`config.mk`:
```
export PLATFORM = sky130hd
export DESIGN_NAME = bcl_ctrl
export DESIGN_NICKNAME = d
export VERILOG_FILES = /design/src/rtl/bcl_pkg.sv /design/src/rtl/bcl_ctrl.sv
export SDC_FILE = /design/constraint.sdc
export NUM_CORES = 1
export LEC_CHECK = 0
export ABC_CLOCK_PERIOD_IN_PS = 1700
export BUFFER_PORTS_ARGS = -buffer_cell sky130_fd_sc_hd__buf_2
export CORE_MARGIN = 8
export CORE_UTILIZATION = 46
export CTS_BUF_LIST = sky130_fd_sc_hd__clkbuf_8
export CTS_CLUSTER_SIZE = 40
export DETAILED_ROUTE_END_ITERATION = 8
export GPL_TIMING_DRIVEN = 0
export PLACE_DENSITY = 0.88
export SLEW_MARGIN = 40
export SYNTH_ARGS = -nofsm -noshare
export SYNTH_HDL_FRONTEND = slang
export SYNTH_SLANG_ARGS = --single-unit
```
`constraint.sdc`:
```
create_clock -name i_clk -period 1.7 [get_ports i_clk]
set_clock_uncertainty 0.05 [all_clocks]
set_input_delay 0.34 -clock i_clk [delete_from_list [all_inputs] [get_ports i_clk]]
set_output_delay 0.34 -clock i_clk [all_outputs]
set_load 0.05 [all_outputs]
```
`src/rtl/bcl_pkg.sv`:
```
// Package for the bank controller with clock latch.
// Holds field widths, function and region codes, and the control write and status structs.
// Depends on nothing.
package bcl_pkg;

    localparam int RAM_BYTES = 32768;
    localparam int RAM_AW    = $clog2(RAM_BYTES);

    localparam int FUNC_W = 2;
    localparam int ADDR_W = 16;
    localparam int OFFS_W = 15;
    localparam int DATA_W = 8;
    localparam int SEC_W  = 6;
    localparam int MIN_W  = 6;
    localparam int HOUR_W = 5;
    localparam int DAY_W  = 9;
    localparam int ROM_W  = 7;
    localparam int BANK_W = 2;
    localparam int SEL_W  = 3;

    localparam logic [FUNC_W-1:0] FUNC_CTRL  = 2'd0;
    localparam logic [FUNC_W-1:0] FUNC_READ  = 2'd1;
    localparam logic [FUNC_W-1:0] FUNC_WRITE = 2'd2;

    localparam logic [1:0] REGION_RAM_EN = 2'd0;
    localparam logic [1:0] REGION_ROM    = 2'd1;
    localparam logic [1:0] REGION_BANK   = 2'd2;
    localparam logic [1:0] REGION_LATCH  = 2'd3;

    localparam logic [3:0]        RAM_EN_KEY  = 4'hA;
    localparam logic [DATA_W-1:0] BANK_MAX    = 8'h03;
    localparam logic [DATA_W-1:0] CLK_SEL_LO  = 8'h08;
    localparam logic [DATA_W-1:0] CLK_SEL_HI  = 8'h0C;
    localparam logic [DATA_W-1:0] LATCH_ARM   = 8'h00;
    localparam logic [DATA_W-1:0] LATCH_FIRE  = 8'h01;

    localparam logic [SEL_W-1:0] CLK_SECONDS = 3'd0;
    localparam logic [SEL_W-1:0] CLK_MINUTES = 3'd1;
    localparam logic [SEL_W-1:0] CLK_HOURS   = 3'd2;
    localparam logic [SEL_W-1:0] CLK_DAY_LO  = 3'd3;
    localparam logic [SEL_W-1:0] CLK_DAY_HI  = 3'd4;

    typedef struct packed {
        logic              valid;
        logic [ADDR_W-1:0] addr;
        logic [DATA_W-1:0] data;
        logic [SEC_W-1:0]  now_seconds;
        logic [MIN_W-1:0]  now_minutes;
        logic [HOUR_W-1:0] now_hours;
        logic [DAY_W-1:0]  now_day;
    } t_ctrl_wr;

    typedef struct packed {
        logic [ROM_W-1:0]  prg_bank;
        logic [BANK_W-1:0] sram_bank;
        logic              ram_enabled;
        logic              clock_mapped;
        logic [DATA_W-1:0] clock_byte;
    } t_ctrl_status;

endpackage

```
`src/rtl/bcl_ctrl.sv`:
```
// Control register file: bank selects, RAM enable, clock latch detector
// and latched time fields. Depends on bcl_pkg.
module bcl_ctrl (
    input  logic                  i_clk,
    input  logic                  i_rst_n,
    input  bcl_pkg::t_ctrl_wr     i_wr,
    output bcl_pkg::t_ctrl_status o_status
);

    logic [bcl_pkg::ROM_W-1:0]  r_prg_bank,  n_prg_bank;
    logic [bcl_pkg::BANK_W-1:0] r_sram_bank, n_sram_bank;
    logic                       r_ram_en,    n_ram_en;
    logic                       r_clk_map,   n_clk_map;
    logic [bcl_pkg::SEL_W-1:0]  r_clk_sel,   n_clk_sel;
    logic                       r_armed,     n_armed;
    logic [bcl_pkg::SEC_W-1:0]  r_seconds,   n_seconds;
    logic [bcl_pkg::MIN_W-1:0]  r_minutes,   n_minutes;
    logic [bcl_pkg::HOUR_W-1:0] r_hours,     n_hours;
    logic [bcl_pkg::DAY_W-1:0]  r_day,       n_day;
    logic [bcl_pkg::DATA_W-1:0] clock_byte;

    always_comb begin
        n_prg_bank  = r_prg_bank;
        n_sram_bank = r_sram_bank;
        n_ram_en    = r_ram_en;
        n_clk_map   = r_clk_map;
        n_clk_sel   = r_clk_sel;
        n_armed     = r_armed;
        n_seconds   = r_seconds;
        n_minutes   = r_minutes;
        n_hours     = r_hours;
        n_day       = r_day;
        if (i_wr.valid && !i_wr.addr[bcl_pkg::ADDR_W-1]) begin
            case (i_wr.addr[bcl_pkg::ADDR_W-2 -: 2])
                bcl_pkg::REGION_RAM_EN: begin
                    n_ram_en = (i_wr.data[3:0] == bcl_pkg::RAM_EN_KEY);
                end
                bcl_pkg::REGION_ROM: begin
                    n_prg_bank = i_wr.data[bcl_pkg::ROM_W-1:0];
                end
                bcl_pkg::REGION_BANK: begin
                    if (i_wr.data <= bcl_pkg::BANK_MAX) begin
                        n_sram_bank = i_wr.data[bcl_pkg::BANK_W-1:0];
                        n_clk_map   = 1'b0;
                    end else if (i_wr.data >= bcl_pkg::CLK_SEL_LO &&
                                 i_wr.data <= bcl_pkg::CLK_SEL_HI) begin
                        n_clk_map = 1'b1;
                        n_clk_sel = bcl_pkg::SEL_W'(i_wr.data - bcl_pkg::CLK_SEL_LO);
                    end
                end
                bcl_pkg::REGION_LATCH: begin
                    if (i_wr.data == bcl_pkg::LATCH_ARM) begin
                        n_armed = 1'b1;
                    end else begin
                        n_armed = 1'b0;
                        if (r_armed && i_wr.data == bcl_pkg::LATCH_FIRE) begin
                            n_seconds = i_wr.now_seconds;
                            n_minutes = i_wr.now_minutes;
                            n_hours   = i_wr.now_hours;
                            n_day     = i_wr.now_day;
                        end
                    end
                end
                default: begin
                end
            endcase
        end
    end

    always_ff @(posedge i_clk) begin
        if (!i_rst_n) begin
            r_prg_bank  <= '0;
            r_sram_bank <= '0;
            r_ram_en    <= 1'b0;
            r_clk_map   <= 1'b0;
            r_clk_sel   <= '0;
            r_armed     <= 1'b0;
            r_seconds   <= '0;
            r_minutes   <= '0;
            r_hours     <= '0;
            r_day       <= '0;
        end else begin
            r_prg_bank  <= n_prg_bank;
            r_sram_bank <= n_sram_bank;
            r_ram_en    <= n_ram_en;
            r_clk_map   <= n_clk_map;
            r_clk_sel   <= n_clk_sel;
            r_armed     <= n_armed;
            r_seconds   <= n_seconds;
            r_minutes   <= n_minutes;
            r_hours     <= n_hours;
            r_day       <= n_day;
        end
    end

    always_comb begin
        case (r_clk_sel)
            bcl_pkg::CLK_SECONDS: clock_byte = bcl_pkg::DATA_W'(r_seconds);
            bcl_pkg::CLK_MINUTES: clock_byte = bcl_pkg::DATA_W'(r_minutes);
            bcl_pkg::CLK_HOURS:   clock_byte = bcl_pkg::DATA_W'(r_hours);
            bcl_pkg::CLK_DAY_LO:  clock_byte = r_day[bcl_pkg::DATA_W-1:0];
            bcl_pkg::CLK_DAY_HI:  clock_byte = bcl_pkg::DATA_W'(r_day[bcl_pkg::DAY_W-1]);
            default:              clock_byte = '0;
        endcase
    end

    assign o_status.prg_bank     = r_prg_bank;
    assign o_status.sram_bank    = r_sram_bank;
    assign o_status.ram_enabled  = r_ram_en;
    assign o_status.clock_mapped = r_clk_map;
    assign o_status.clock_byte   = clock_byte;

endmodule

```
# --- After elaboration in Yosys (flattened, before gate mapping) ---
# Index checks and enable logic that the tools add are counted.
word_totals:
  output_inout_bits: 19
  register_bits: 41
  input_bits: 53
classes:
  n_addsub: 1
  n_eq_ne: 9
  magnitude_cmp: 3
  muxes: 4
  bitwise_logic: 2
  n_reduce_logical: 15
ops:
  columns: ["op", "count"]
  rows:
  - ["case mux 8 bit (5 select lines)", 1]
  - ["equality test 8 x 1 -> 1 bit (second input constant)", 1]
  - [">= comparator 8 x 4 -> 1 bit (second input constant)", 1]
  - ["less-or-equal comparator 8 x 2 -> 1 bit (second input constant)", 1]
  - ["less-or-equal comparator 8 x 4 -> 1 bit (second input constant)", 1]
  - ["logical NOT 8 bit", 1]
  - ["AND reduction 4 bit", 2]
  - ["equality test 3 x 2 -> 1 bit (second input constant)", 2]
  - ["AND reduction 2 bit", 3]
  - ["AND reduction 3 bit", 2]
  - ["equality test 2 bit (second input constant)", 2]
  - ["equality test 4 bit (second input constant)", 1]
  - ["equality test 3 x 1 -> 1 bit (second input constant)", 1]
  - ["equality test 3 bit (second input constant)", 1]
  - ["logical AND 1 bit", 3]
  - ["logical NOT 3 bit", 1]
  - ["two-way mux 1 bit", 3]
  - ["subtractor 3 x 1 -> 3 bit (second input constant)", 1]
  - ["equality test 2 x 1 -> 1 bit (second input constant)", 1]
  - ["logical NOT 2 bit", 1]
  - ["NOT 1 bit", 2]
  - ["nonzero test 2 bit", 1]
  - ["logical NOT 1 bit", 1]

# --- Depth between registers and ports, before layout ---
logic_depth:
  word_depth: 4
  mapped_depth: 5

# --- Worst setup path after synthesis ---
# No wires, ideal clock.
synth_timing:
  path_kind: "register to output"
  startpoint: "reg r_clk_sel[0] (netlist name)"
  endpoint: "out o_status[0] (netlist name)"
  t_arrival_ns: 1.917
  path_stages_with_launch: 5
  setup_slack_ns: -0.607
  path_buffers: 1
  path_cell_list: "dfxtp_1 > clkbuf_1 > mux4_2 > inv_1 > o21ai_0"
synth_lines:
  columns: ["item", "line", "source"]
  rows:
  - ["from (decl)", "bcl_ctrl.sv:14", "logic [bcl_pkg::SEL_W-1:0] r_clk_sel, n_clk_sel;"]
  - ["from (signal assigned)", "bcl_ctrl.sv:87", "r_clk_sel <= n_clk_sel;"]
  - ["to (decl)", "bcl_ctrl.sv:7", "output bcl_pkg::t_ctrl_status o_status"]

==> results.md <==
- Power spread over the standard cell area amounts to 691 nW/um2.
- Buffers inserted during clock tree synthesis total 5.
- In the global route stage, met1 resource usage came out at 17.3%.
- The count of final max-slew check failures is 0.
- The startpoint type of the worst setup path is a register.
- The final core utilization is 62.5%.
- The total number of yosys warnings is 0.
- Per report_power, the combinational group accounts for 8.6% of the total.
- For this design the total switching power over the nets is 0.399 mW.
- The fmax is 509 MHz.
- From left edge to right edge, the die measures 81.1 um.
- The ratio of cells with drive above 1 in the final layout is 34.3%.
- The tightest hold path in the finished design has a slack of 0.240 ns.
- The post-DP HPWL is 3.83 mm.
- Counting the fill cells in the layout gives 337.
- After routing, the total negative slack on setup checks comes to -1.47 ns.
- CTS built an H-tree with a depth of 2.
- The mapped netlist covers 1950 um2.
- The data arrival at the endpoint of the critical path is 1.58 ns.
- The final reports fail on setup timing.
- At the pin with the least slew margin, the transition time is 0.506 ns.
- The antenna diode instance count is 0.
- The initial core utilization is 48.4%.
- The core region is 4030 um2.
- The quantity of I/O buffers inserted on ports is 57.
- The highest ir drop seen on vdd is 0.000528 V.
- The maximum count of clock buffers along a single path is 2.
- The die footprint is 6580 um2.
- The critical path buffer and inverter count is 2.
- For this block, the initial DRC count from the detailed router was 138.
- The number of flip-flops and latches in the synthesized netlist is 41.
- The buffer cell driving the clock tree root is clkbuf_8.
- The fraction of power spent switching nets is 22.9%.
- The number of vias after detailed routing is 1693.
- Setup violations remaining at the end of the flow were counted as 8.
- Subtracting the final worst setup slack from the clock period gives 1.97 ns.
- After clock tree synthesis, the clock-pin slew on the worst setup and hold paths is 0.07 ns.
- The most prevalent standard cell on the critical path is buf_6.
- Traced cell by cell, the critical path runs through buf_6 > mux4_2 > nor2b_4 > buf_6.
- The required arrival time at the worst endpoint is 1.31 ns.
- By startpoint and endpoint, the worst setup path is classified as register to output port.
- The synthesized instance count is 202.
- The proportion of synthesized chip area in sequential cells is 42.1%.
- The detail route stage leaves a number of antenna-violating nets equal to 0.
- The number of enable-type register cells in the synthesized netlist is 0.
- The largest single stage delay on the critical path is 0.50 ns.
- The hold violation total from the final report was 0.
- The library cell used most frequently in the layout, excluding fill and tap cells, is nand2_1.
- Across all setup checks in the final design, the least slack found is -0.266 ns.
- Cell internal power was estimated by the tool at 1.34 mW.
- The max-slew headroom at the worst pin is 66.0%.
- The number of vias per cell after detailed routing is 5.32.
- The top cell types in the final layout, fill and taps aside, are nand2_1 (62), buf_2 (49), mux2i_1 (39), dfxtp_1 (38), buf_6 (11).
- The total leakage power is 1.04 nW.
- The overall routing resource usage is 16.2%.
- The most utilized layer in the global route result is met2.
- The final weighted congestion of routability-driven global placement is 0.825.
- The tool flagged a number of max-cap violations equal to 0.
- In this run the count of I/O pins placed on the die edge is 72.
- The proportion of register bits with asynchronous set or reset after synthesis is 0%.
- The tightest min-delay check is of the primary input to register type.
- The sequential share of power is 55.5%.
- Among cell families on the critical path, the largest total delay comes from multiplexers.
- The initial antenna violation count was 0.
- For this run, the detailed router's first-pass iteration total came to 4.
- From synthesis to final layout, the design area changed by 29.0%.
- Along the worst path, the maximum fanout reaches 5.
- The number of global-route vias before repair is 1760.
- The post-placement worst setup slack is -0.195 ns.
- The per-cell routed wire length is 16.5 um.
- From bottom edge to top edge, the die measures 81.1 um.
- TritonCTS built the clock tree.
- The fraction of power consumed by the clock network is 35.9%.
- The overall routed net length is 5.25 mm.
- Setup repair after global routing could not meet its margin everywhere.
- For met3 alone, demand over resource in global routing was 4.86%.
- In the routed design, unresolved DRC markers number 0.
- The global-route wire length before repair is 8.24 mm.
- Entering global routing, the biggest net connects 12 pins.
- The global routing met2 resource utilization is 28.4%.
- The number of nets in the final layout is 321.
- The clock net sink count is 41.
- The synthesized netlist contains 29 unique library cells.
- The clock reaches the later pin of the worst-skew pair after 0.28 ns.
- In the synthesized netlist the dominant register cell turns out to be dfxtp_1.
- The flow ran to the end, but the final reports show violations.
- The kind of capture point of the worst setup path is an output port.
- The number of placement rows is 23.
- The overflow left after global routing is 0.
- The portion of the clock cycle consumed by the worst path in the final layout is 116%.
- The number of nets in the synthesized netlist is 255.
- Dividing the synthesized area by the synthesized cell count gives 9.66 um2.
- The slowest library cell on the worst path is mux4_2.
==> power by group through the flow <==
| stage | logic, mW | clock network (mW) | registers (mW) |
|---|---|---|---|
| after floorplan | 0.0592 | 0 | 1.00 |
| after global routing | 0.162 | 0.690 | 0.965 |
| after CTS | 0.148 | 0.639 | 0.965 |
| after global placement | 0.142 | 0 | 0.987 |
| after detailed placement | 0.147 | 0 | 0.988 |
| final | 0.149 | 0.624 | 0.965 |
==> sequential cells by signal, summed over array words and instances, names as in the netlist, 2 cells and up <==
register / flops
r_minutes: 6
r_prg_bank: 7
r_clk_sel: 3
r_hours: 5
r_day: 9
r_seconds: 6
r_sram_bank: 2
==> Yosys cell counts (2+ instances only) <==
cell type / number / share of area (%)
nor2_1: 3 / 0.58
nand2_1: 62 / 12
nor2b_1: 12 / 3.8
dfxtp_1: 41 / 42
nand3_1: 2 / 0.51
buf_12: 2 / 2.1
buf_4: 2 / 0.77
clkbuf_1: 11 / 2.1
mux4_2: 5 / 5.8
and4b_1: 2 / 1.0
nor4bb_1: 3 / 1.5
o21ai_0: 2 / 0.51
mux2i_1: 39 / 20
==> path summary, 6_finish.rpt <==
check	depth (start not counted)	startpoint	slack, ns	end
worst max-delay path	4	r_clk_sel[1]	-0.27	o_status[1]
worst min-delay path	3	i_wr[24]	0.24	r_seconds[4]
worst max register to register	5	r_armed	0.25	r_day[1]
worst min register to register	2	r_hours[0]	0.41	r_hours[0]
==> per-stage QoR <==
| step | cell area [um2] | total power [mW] | cells |
|---|---|---|---|
| finish | 2520 | 1.74 | 318 |
| global route | 2520 | 1.82 | 318 |
| CTS | 2490 | 1.75 | 316 |
| detailed placement | 2310 | 1.13 | 309 |
| global placement | 2310 | 1.13 | 309 |
| floorplan | 1970 | 1.06 | 202 |
==> kinds of logic (layout without fill, tap and decap cells) <==
family | after synthesis | count (layout) | share of synthesized area, %
multiplexers | 45 | 45 | 26.4
buffers and inverters | 18 | 84 | 5.96
flip-flops | 41 | 41 | 42.1
AND/OR/NAND/NOR | 93 | 93 | 23.8
AO/OA/AOI/OAI | 5 | 5 | 1.80
==> cell type report <==
class	instances	area, um2	share of cell area (%)
Inverter	1	3.75	0.149
Multi-Input combinational cell	143	1060	42.1
Clock buffer	6	82.6	3.28
Sequential cell	41	825	32.8
Clock inverter	1	3.75	0.149
Buffer	15	111	4.43
Timing Repair Buffer	61	369	14.7
Tap cell	50	62.6	2.49
==> routing by layer <==
metal | vias up | part of all wire (%)
met4 | 0 | 2.8
met5 | - | 0
met2 | 67 | 52
met1 | 796 | 38
met3 | 14 | 6.8
li1 | 816 | -
==> worst register-to-register path, stage by stage, from the launching register on <==
cell	delay, ns
dfxtp_1	0.33
nand2_1	0.09
nor4_4	0.31
buf_6	0.20
buf_12	0.16
mux2i_1	0.22
==> what timing repair did <==
item	CTS	global route
gates resized for setup	25	8
endpoints found under the setup margin	8	8
setup buffers	1	3
pin swaps	1	4
hold buffers	0	0
cloned	1	0
(Power assumes the default switching activity.)
